## config.mk

```make
export PLATFORM = sky130hd
export DESIGN_NAME = hfc_useq
export DESIGN_NICKNAME = d
export VERILOG_FILES = /design/src/sv/hfc_pkg.sv /design/src/sv/hfc_useq.sv
export VERILOG_INCLUDE_DIRS = /design/src /design/src/sv
export SDC_FILE = /design/constraint.sdc
export NUM_CORES = 1
export LEC_CHECK = 0
export BUFFER_PORTS_ARGS = -buffer_cell sky130_fd_sc_hd__clkbuf_2
export CAP_MARGIN = 30
export CORE_MARGIN = 4
export CORE_UTILIZATION = 45
export DETAILED_ROUTE_END_ITERATION = 6
export MAX_ROUTING_LAYER = met4
export PLACE_DENSITY = 0.74
export SYNTH_ARGS = -nofsm -noshare
export SYNTH_HDL_FRONTEND = slang
export SYNTH_SLANG_ARGS = --single-unit
```

## constraint.sdc

```tcl
create_clock -name clock -period 2.8 [get_ports clock]
set_input_delay 0 -clock clock [delete_from_list [all_inputs] [get_ports clock]]
set_output_delay 0 -clock clock [all_outputs]
set_load 0.03 [all_outputs]
```

## src/sv/heap_free_coalesce_assert.svh

```systemverilog
// assertion helpers, clocked on clock and disabled during reset
`ifndef HEAP_FREE_COALESCE_ASSERT_SVH
`define HEAP_FREE_COALESCE_ASSERT_SVH

// same-cycle implication
`define HFC_ASSERT_IMPL(label, ante, cons, msg) \
   label: assert property (@(posedge clock) disable iff (reset) (ante) |-> (cons)) \
      else $error(msg);

// next-cycle implication
`define HFC_ASSERT_NEXT(label, ante, cons, msg) \
   label: assert property (@(posedge clock) disable iff (reset) (ante) |=> (cons)) \
      else $error(msg);

`endif

```

## src/sv/hfc_pkg.sv

```systemverilog
`timescale 1ns / 1ps

package hfc_pkg;

   localparam int HEAP_WORDS = 4096;
   localparam int TAG_BYTES  = 8;
   localparam int WORD_AW    = $clog2(HEAP_WORDS);
   localparam int OFF_W      = 15;
   localparam int PC_W       = 5;

   localparam logic [63:0] SIZE_MASK = ~64'hF;

   typedef struct packed {
      logic [1:0]       operation;
      logic [OFF_W-1:0] address;
      logic [63:0]      data;
   } req_type;

   typedef struct packed {
      logic [63:0]      read_data;
      logic             status;
      logic [OFF_W-1:0] merged_block_offset;
      logic [15:0]      merged_block_size;
   } rsp_type;

   typedef enum logic [1:0] {
      OPER_WRITE = 2'd0,
      OPER_READ  = 2'd1,
      OPER_FREE  = 2'd2
   } oper_type;

   typedef enum logic [1:0] {
      ASEL_BLK,
      ASEL_AUX,
      ASEL_FOOT,
      ASEL_PFOOT
   } addr_sel_type;

   typedef enum logic [2:0] {
      WSEL_DATA,
      WSEL_CLR_ALLOC,
      WSEL_SIZE,
      WSEL_TAG_RD,
      WSEL_TAG_PREV,
      WSEL_CLR_PREV
   } wd_sel_type;

   typedef enum logic [2:0] {
      OP_NONE,
      OP_LOAD_SIZE,
      OP_NEXT_PTR,
      OP_ADD_NEXT,
      OP_PREV_PTR,
      OP_LOAD_PREV,
      OP_MERGE_PREV,
      OP_FINAL_PTR
   } dp_op_type;

   typedef enum logic [2:0] {
      COND_NONE,
      COND_NULL,
      COND_FREE,
      COND_ALLOC,
      COND_NO_BACK
   } cond_type;

   typedef enum logic [2:0] {
      FIN_NONE,
      FIN_ZERO,
      FIN_READ,
      FIN_IGNORE,
      FIN_FREE
   } fin_type;

   typedef struct packed {
      logic              rd;
      logic              wr;
      addr_sel_type      asel;
      wd_sel_type        wsel;
      dp_op_type         op;
      cond_type          cond;
      logic [PC_W-1:0]   target;
      fin_type           fin;
   } uword_type;

   // control from sequencer to datapath; rd, wr, op and fin already gated by branch outcome
   typedef struct packed {
      logic         load;
      logic         rd;
      logic         wr;
      addr_sel_type asel;
      wd_sel_type   wsel;
      dp_op_type    op;
      fin_type      fin;
   } ctrl_type;

   typedef struct packed {
      logic null_addr;
      logic alloc;
      logic no_back;
   } flags_type;

   // program entry points and branch targets
   localparam logic [PC_W-1:0] PC_WRITE  = PC_W'(0);
   localparam logic [PC_W-1:0] PC_READ   = PC_W'(1);
   localparam logic [PC_W-1:0] PC_NOP    = PC_W'(3);
   localparam logic [PC_W-1:0] PC_FREE   = PC_W'(4);
   localparam logic [PC_W-1:0] PC_PREV   = PC_W'(14);
   localparam logic [PC_W-1:0] PC_FINAL  = PC_W'(22);
   localparam logic [PC_W-1:0] PC_IGNORE = PC_W'(26);

   function automatic logic [WORD_AW-1:0] word_index(input logic [OFF_W-1:0] off);
      logic [WORD_AW+OFF_W-1:0] w;
      w = {{WORD_AW{1'b0}}, off} >> 3;
      return w[WORD_AW-1:0];
   endfunction

   function automatic uword_type mk_uword(input logic rd, input logic wr,
                                          input addr_sel_type asel, input wd_sel_type wsel,
                                          input dp_op_type op, input cond_type cond,
                                          input logic [PC_W-1:0] target, input fin_type fin);
      uword_type u;
      u.rd     = rd;
      u.wr     = wr;
      u.asel   = asel;
      u.wsel   = wsel;
      u.op     = op;
      u.cond   = cond;
      u.target = target;
      u.fin    = fin;
      return u;
   endfunction

   function automatic uword_type ucode_rom(input logic [PC_W-1:0] pc);
      uword_type u;
      case (pc)
         // write word
         5'd0: u = mk_uword(1'b0, 1'b1, ASEL_AUX, WSEL_DATA, OP_NONE, COND_NONE, PC_WRITE,
                            FIN_ZERO);
         // read word
         5'd1: u = mk_uword(1'b1, 1'b0, ASEL_AUX, WSEL_DATA, OP_NONE, COND_NONE, PC_WRITE,
                            FIN_NONE);
         5'd2: u = mk_uword(1'b0, 1'b0, ASEL_AUX, WSEL_DATA, OP_NONE, COND_NONE, PC_WRITE,
                            FIN_READ);
         // unused code
         5'd3: u = mk_uword(1'b0, 1'b0, ASEL_AUX, WSEL_DATA, OP_NONE, COND_NONE, PC_WRITE,
                            FIN_ZERO);
         // free: fetch header, mark free, write footer
         5'd4: u = mk_uword(1'b1, 1'b0, ASEL_BLK, WSEL_DATA, OP_NONE, COND_NULL, PC_IGNORE,
                            FIN_NONE);
         5'd5: u = mk_uword(1'b0, 1'b0, ASEL_BLK, WSEL_DATA, OP_LOAD_SIZE, COND_FREE,
                            PC_IGNORE, FIN_NONE);
         5'd6: u = mk_uword(1'b0, 1'b1, ASEL_BLK, WSEL_CLR_ALLOC, OP_NONE, COND_NONE,
                            PC_WRITE, FIN_NONE);
         5'd7: u = mk_uword(1'b0, 1'b1, ASEL_FOOT, WSEL_SIZE, OP_NONE, COND_NONE, PC_WRITE,
                            FIN_NONE);
         // merge forward
         5'd8: u = mk_uword(1'b0, 1'b0, ASEL_BLK, WSEL_DATA, OP_NEXT_PTR, COND_NONE,
                            PC_WRITE, FIN_NONE);
         5'd9: u = mk_uword(1'b1, 1'b0, ASEL_AUX, WSEL_DATA, OP_NONE, COND_NONE, PC_WRITE,
                            FIN_NONE);
         5'd10: u = mk_uword(1'b0, 1'b0, ASEL_BLK, WSEL_DATA, OP_ADD_NEXT, COND_ALLOC,
                             PC_PREV, FIN_NONE);
         5'd11: u = mk_uword(1'b1, 1'b0, ASEL_BLK, WSEL_DATA, OP_NONE, COND_NONE, PC_WRITE,
                             FIN_NONE);
         5'd12: u = mk_uword(1'b0, 1'b1, ASEL_BLK, WSEL_TAG_RD, OP_NONE, COND_NONE,
                             PC_WRITE, FIN_NONE);
         5'd13: u = mk_uword(1'b0, 1'b1, ASEL_FOOT, WSEL_SIZE, OP_NONE, COND_NONE, PC_WRITE,
                             FIN_NONE);
         // merge backward
         5'd14: u = mk_uword(1'b1, 1'b0, ASEL_BLK, WSEL_DATA, OP_NONE, COND_NONE, PC_WRITE,
                             FIN_NONE);
         5'd15: u = mk_uword(1'b1, 1'b0, ASEL_PFOOT, WSEL_DATA, OP_NONE, COND_NO_BACK,
                             PC_FINAL, FIN_NONE);
         5'd16: u = mk_uword(1'b0, 1'b0, ASEL_BLK, WSEL_DATA, OP_PREV_PTR, COND_NONE,
                             PC_WRITE, FIN_NONE);
         5'd17: u = mk_uword(1'b1, 1'b0, ASEL_AUX, WSEL_DATA, OP_NONE, COND_NONE, PC_WRITE,
                             FIN_NONE);
         5'd18: u = mk_uword(1'b1, 1'b0, ASEL_BLK, WSEL_DATA, OP_LOAD_PREV, COND_NONE,
                             PC_WRITE, FIN_NONE);
         5'd19: u = mk_uword(1'b0, 1'b0, ASEL_BLK, WSEL_DATA, OP_MERGE_PREV, COND_NONE,
                             PC_WRITE, FIN_NONE);
         5'd20: u = mk_uword(1'b0, 1'b1, ASEL_BLK, WSEL_TAG_PREV, OP_NONE, COND_NONE,
                             PC_WRITE, FIN_NONE);
         5'd21: u = mk_uword(1'b0, 1'b1, ASEL_FOOT, WSEL_SIZE, OP_NONE, COND_NONE, PC_WRITE,
                             FIN_NONE);
         // clear prev-allocated bit of the following block
         5'd22: u = mk_uword(1'b1, 1'b0, ASEL_BLK, WSEL_DATA, OP_NONE, COND_NONE, PC_WRITE,
                             FIN_NONE);
         5'd23: u = mk_uword(1'b0, 1'b0, ASEL_BLK, WSEL_DATA, OP_FINAL_PTR, COND_NONE,
                             PC_WRITE, FIN_NONE);
         5'd24: u = mk_uword(1'b1, 1'b0, ASEL_AUX, WSEL_DATA, OP_NONE, COND_NONE, PC_WRITE,
                             FIN_NONE);
         5'd25: u = mk_uword(1'b0, 1'b1, ASEL_AUX, WSEL_CLR_PREV, OP_NONE, COND_NONE,
                             PC_WRITE, FIN_FREE);
         5'd26: u = mk_uword(1'b0, 1'b0, ASEL_BLK, WSEL_DATA, OP_NONE, COND_NONE, PC_WRITE,
                             FIN_IGNORE);
         default: u = mk_uword(1'b0, 1'b0, ASEL_BLK, WSEL_DATA, OP_NONE, COND_NONE,
                               PC_WRITE, FIN_ZERO);
      endcase
      return u;
   endfunction

endpackage

```

## src/sv/hfc_useq.sv

```systemverilog
`timescale 1ns / 1ps
`include "heap_free_coalesce_assert.svh"

module hfc_useq (
   input  logic                clock,
   input  logic                reset,
   input  logic                start,
   input  logic [1:0]          operation,
   input  hfc_pkg::flags_type  flags,
   output hfc_pkg::ctrl_type   ctrl,
   output logic                busy
);

   logic [hfc_pkg::PC_W-1:0] pc_ff;
   logic [hfc_pkg::PC_W-1:0] pc_in;
   logic                     busy_ff;
   logic                     busy_in;
   hfc_pkg::uword_type       uw;
   logic                     jump;
   logic                     exec;
   logic                     load;
   logic [hfc_pkg::PC_W-1:0] entry;

   always_ff @(posedge clock) begin
      if (reset) begin
         pc_ff   <= hfc_pkg::PC_NOP;
         busy_ff <= 1'b0;
      end else begin
         pc_ff   <= pc_in;
         busy_ff <= busy_in;
      end
   end

   always_comb begin
      uw   = hfc_pkg::ucode_rom(pc_ff);
      load = start && !busy_ff;

      case (uw.cond)
         hfc_pkg::COND_NONE:    jump = 1'b0;
         hfc_pkg::COND_NULL:    jump = flags.null_addr;
         hfc_pkg::COND_FREE:    jump = !flags.alloc;
         hfc_pkg::COND_ALLOC:   jump = flags.alloc;
         hfc_pkg::COND_NO_BACK: jump = flags.no_back;
         default:               jump = 1'b0;
      endcase

      // a taken branch suppresses the rest of the step
      exec = busy_ff && !jump;

      case (hfc_pkg::oper_type'(operation))
         hfc_pkg::OPER_WRITE: entry = hfc_pkg::PC_WRITE;
         hfc_pkg::OPER_READ:  entry = hfc_pkg::PC_READ;
         hfc_pkg::OPER_FREE:  entry = hfc_pkg::PC_FREE;
         default:             entry = hfc_pkg::PC_NOP;
      endcase

      pc_in   = pc_ff;
      busy_in = busy_ff;
      if (load) begin
         pc_in   = entry;
         busy_in = 1'b1;
      end else if (busy_ff) begin
         if (jump) begin
            pc_in = uw.target;
         end else begin
            pc_in = pc_ff + hfc_pkg::PC_W'(1);
         end
         if (exec && uw.fin != hfc_pkg::FIN_NONE) begin
            busy_in = 1'b0;
         end
      end

      ctrl.load = load;
      ctrl.rd   = exec && uw.rd;
      ctrl.wr   = exec && uw.wr;
      ctrl.asel = uw.asel;
      ctrl.wsel = uw.wsel;
      ctrl.op   = exec ? uw.op : hfc_pkg::OP_NONE;
      ctrl.fin  = exec ? uw.fin : hfc_pkg::FIN_NONE;
   end

   assign busy = busy_ff;

   `HFC_ASSERT_NEXT(a_busy_after_start, start && !busy_ff, busy_ff, "start did not raise busy")
   `HFC_ASSERT_NEXT(a_idle_after_finish, ctrl.fin != hfc_pkg::FIN_NONE, !busy_ff, "finish did not end transaction")
   `HFC_ASSERT_IMPL(a_no_access_idle, !busy_ff, !ctrl.rd && !ctrl.wr, "heap access while idle")

endmodule

```

# Yosys cells after proc, flatten, opt, wreduce, memory -nomap -nowiden
# Memory sizes are Yosys's and may differ from the RTL's. A register that Yosys moved wholly into a read port is not among the register bits.
# Index checks and enable logic that the tools add are counted.
# W data, S select, Z words.
[classes] n_addsub=1 n_eq_ne=6 mux=12 n_reduce_logical=11
[op_table] operator="$mux W5" n=5
[op_table] operator="$pmux W3 S3" n=1
[op_table] operator="$eq A3 B2 Y1 const B" n=2
[op_table] operator="$mux W3" n=2
[op_table] operator="$add A5 B1 Y5 const B" n=1
[op_table] operator="$logic_and A1 B1 Y1" n=5
[op_table] operator="$pmux W1 S4" n=1
[op_table] operator="$eq A3 B1 Y1 const B" n=1
[op_table] operator="$eq A3 B3 Y1 const B" n=1
[op_table] operator="$logic_not A1 Y1" n=3
[op_table] operator="$mux W1" n=3
[op_table] operator="$reduce_bool A3 Y1" n=1
[op_table] operator="$eq A2 B1 Y1 const B" n=1
[op_table] operator="$eq A2 B2 Y1 const B" n=1
[op_table] operator="$logic_not A2 Y1" n=1
[op_table] operator="$reduce_bool A2 Y1" n=1
[word_totals] regBits=6 mem_bits_ro=640 inputBits=8 output_inout_bits=15 elab_cells=33 memories=1
[mem_list] memory="(name not given)" words=32 word_bits=20 rd=1 rd_ports_with_merged_regs=1 write_ports=0 line_no="hfc_pkg.sv:136" source="case (pc)"

# Longest topological paths before layout
[logic_depth] word_depth=8 ltp_mapped=10 depth_no_buf=10

# Least setup slack after synthesis
# Ideal clock, no wire load.
[synth_path] path_kind="register -> register" startpoint="reg uw[8] (netlist name)" endpoint="reg uw[17] (netlist name)" t_arrival_ps=2274 slack_ps=404 path_stages_with_launch=11 path_buffers=1 synth_period_minus_slack_ps=2396 cell_sequence="dfxtp_1 and4bb_2 a211oi_2 mux2i_1 and2_1 buf_2 inv_4 ha_1 or4_1 o21ai_1 o22ai_1"
[synth_via] elab_chain_len=7 word_cells_on_any_way=10 cone_classes="eq/ne (4); mux (6)"
[synth_lines] item="$eq A3 B3 Y1, or another cell as far along" line_no="hfc_useq.sv:38" source="case (uw.cond)"
[synth_lines] item="$pmux W1 S4 (*)" line_no="hfc_useq.sv:38"
[synth_lines] item="$mux W5 (*)" line_no="hfc_useq.sv:63" source="if (jump) begin"
[synth_lines] item="$mux W5 (*)" line_no="hfc_useq.sv:62" source="end else if (busy_ff) begin"
[synth_lines] item="$mux W5 (*)" line_no="hfc_useq.sv:59" source="if (load) begin"
[synth_lines] item="$mux W5 (no source line) (*) (2 in series)"
# Mark *: on every way between the ends. The rest lies on a longest branch, timed or not. The select of a mux whose other input is x is not followed.
# A chain may end at the register's enable or synchronous reset.

# Final worst setup path
[layout_path] startpoint="reg uw[9] (netlist name)" endpoint="reg uw[17] (netlist name)"
[layout_via] elab_chain_len=7 word_cells_on_any_way=10 cone_classes="eq/ne (4); mux (6)"
[layout_lines] item="$eq A3 B3 Y1, or another cell as far along" line_no="hfc_useq.sv:38"
[layout_lines] item="$pmux W1 S4 (*)" line_no="hfc_useq.sv:38"
[layout_lines] item="$mux W5 (*)" line_no="hfc_useq.sv:63"
[layout_lines] item="$mux W5 (*)" line_no="hfc_useq.sv:62"
[layout_lines] item="$mux W5 (*)" line_no="hfc_useq.sv:59"
[layout_lines] item="$mux W5 (no source line) (*) (2 in series)"
# Marks and branches as above.

==> qor.yml <==
synth_seq_cells: 26
tightest_slew_ps: 628
syn_area_per_cell_um2: 9.00
cts.sinks: 26
leakagePower_nw: 0.714
cts_buffers: 3
synth_cell_types: 59
antenna_cells: 0
via_per_inst: 5.66
slew_viol_final: 0
clk_latency_ps: 320
portBuffers: 22
cts_tree: "done"
hold_slack_ps: 70.4
status: "complete, no violations"
grt_pass1_vias: 1245
setup_viol: 0
ys.flop_type: "dfxtp_1"
clk_pin_slew_ps: 130
syn_to_final_growth_pct: 10.9
nNetsFinal: 205
syn_area_um2: 1560
place_area_um2: 1680
rsz0062_at_grt: "false"
wl_per_cell_um: 14.6
synth_edf_count: 0
tns_ps: 0
drtPass1Iterations: 4
grt_overflow: 0
cp.arrival_ps: 2790
finalCriticalPeriod_ps: 2570
p_per_area_nw_per_um2: 511
dp_hpwl_mm: 2.63
io-pin-count: 23
ant_nets: 0
critPathMaxFanout: 9
irDropWorstVdd_uv: 166
start_util: 0.467
hold_path_class: "primary input to flip-flop"
post-route-util: 0.518
endpoint_kind: "flip-flop"
fp.dieH_um: 66.8
die_width_um: 66.8
wl_mm: 3.48
final_common_cell: "dfxtp_1"
postCtsSetupRepairBufs: 0
via_count: 1348
ctsLongestPathBuffers: 2
cp.required_ps: 3020
total_power_mw: 0.882
cts_max_level: 1
skew_ps: 4.17
synthCells: 173
cts_resized: 0
layout_common_cells: "dfxtp_1, clkbuf_2, nor2_1, nor3_1"
grt_usage: 0.175
final.period_utilization: 0.917
hold_violations: 0
drive_gt1_frac: 0.292
final_area_um2: 1730
synth_warnings: 0
grt_first_pass_wirelength_mm: 5.77
synthArstFlopShare: 0
relSlewSlack: 0.581
synth.net_count: 185
place.gp.congestion: 0.932
drc: 0
maxCapViolations: 0
antenna_found_initial: 0
grt_max_degree: 15
clock.fmax_ghz: 0.389
drtIter0Drc: 53
rows: 21
root_buffer: "clkbuf_4"
seq_area_frac_synth: 0.334
worstSetupStartpointType: "flip-flop"
coreArea_um2: 3340
die_area_um2: 4470
critPathKind: "flip-flop to flip-flop"
[cells in the mapped netlist, types with 2 or more instances]
master	instances	area (um2)
a2111oi_1	2	20.0
a2111oi_2	2	30.0
a211o_1	3	26.3
a211oi_2	2	25.0
a21o_1	2	15.0
a21oi_1	5	25.0
and2_1	10	62.6
and3_1	2	12.5
buf_2	2	10.0
buf_4	7	52.6
buf_6	2	22.5
clkbuf_1	5	18.8
dfxtp_1	26	521
ha_1	4	50.1
inv_1	3	11.3
inv_4	2	12.5
mux2i_1	3	30.0
nand2_1	8	30.0
nand2b_1	2	12.5
nand3_1	10	50.1
nor2_1	12	45.0
nor3_1	12	60.1
o21ai_0	2	10.0
o21ai_1	5	25.0
o21ba_2	2	20.0
o22ai_1	2	12.5
xnor2_1	4	35.0
[worst max-delay path: stages, from the launching register on]
cell,delay [ps]
dfxtp_1,360
and4bb_2,280
a211oi_2,320
mux2i_1,260
and2_1,270
inv_4,100
ha_1,210
or4_1,500
o21ai_1,80
o22ai_1,90
[through the flow]
| stage | worst slack, ps | cells |
|---|---|---|
| after floorplan | 404 | 173 |
| after global placement | 337 | 233 |
| after detailed placement | 249 | 233 |
| after CTS | 231 | 238 |
| after global routing | 78.1 | 238 |
| final | 232 | 238 |
[state kept, by name, summed over array words and instances (netlist names)]
signal and count:
uw 20, pc_ff 5, busy 1
[worst paths after layout]
path / from / end / slack [ps] / depth (start not counted)
min: operation[1] / pc_ff[1]$_SDFFE_PP1N_ / 70 / 4
min reg2reg: uw[2]$_SDFF_PN0_ / busy$_SDFF_PP0_ / 530 / 2
max reg2reg: uw[9]$_SDFF_PP0_ / uw[17]$_DFF_P_ / 230 / 9
max: uw[9]$_SDFF_PP0_ / uw[17]$_DFF_P_ / 230 / 9
[report_power, final]
| part | switching [mW] | internal (mW) |
|---|---|---|
| logic | 0.174 | 0.106 |
| registers | 0.0146 | 0.401 |
| clock network | 0.107 | 0.0796 |
| total | 0.296 | 0.586 |
[repair_timing]
| action | 4_1_cts | 5_1_grt |
|---|---|---|
| endpoints found under the setup margin | 0 | 0 |
| endpoints found under the hold margin | 2 | 0 |
| hold buffers | 1 | 0 |
[layer usage]
layer  share of wire  global-route usage  up-vias
li1                -                   -      662
met1            0.43               0.212      630
met2            0.50               0.290       45
met3           0.045              0.0236       11
met4           0.026              0.0761        0
met5               0                   -        -
[kinds of logic (layout without fill, tap and decap cells)]
| logic type | count (synthesis) | after routing | share of synthesized area |
|---|---|---|---|
| flops | 26 | 26 | 0.334 |
| mux | 4 | 4 | 0.0265 |
| simple gates | 72 | 72 | 0.273 |
| xor+xnor | 6 | 6 | 0.0386 |
| fa+ha+maj | 4 | 4 | 0.0321 |
| compound gates | 39 | 39 | 0.211 |
| buf+inv | 22 | 41 | 0.0843 |
[area by class of cell]
type                            instances  area (um2)
Multi-Input combinational cell        125         906
Clock buffer                            4        36.3
Inverter                                6        27.5
Sequential cell                        26         520
Fill cell                             335        1610
Tap cell                               46        57.6
Timing Repair Buffer                   31         180
Power figures use the tool's default switching activity.
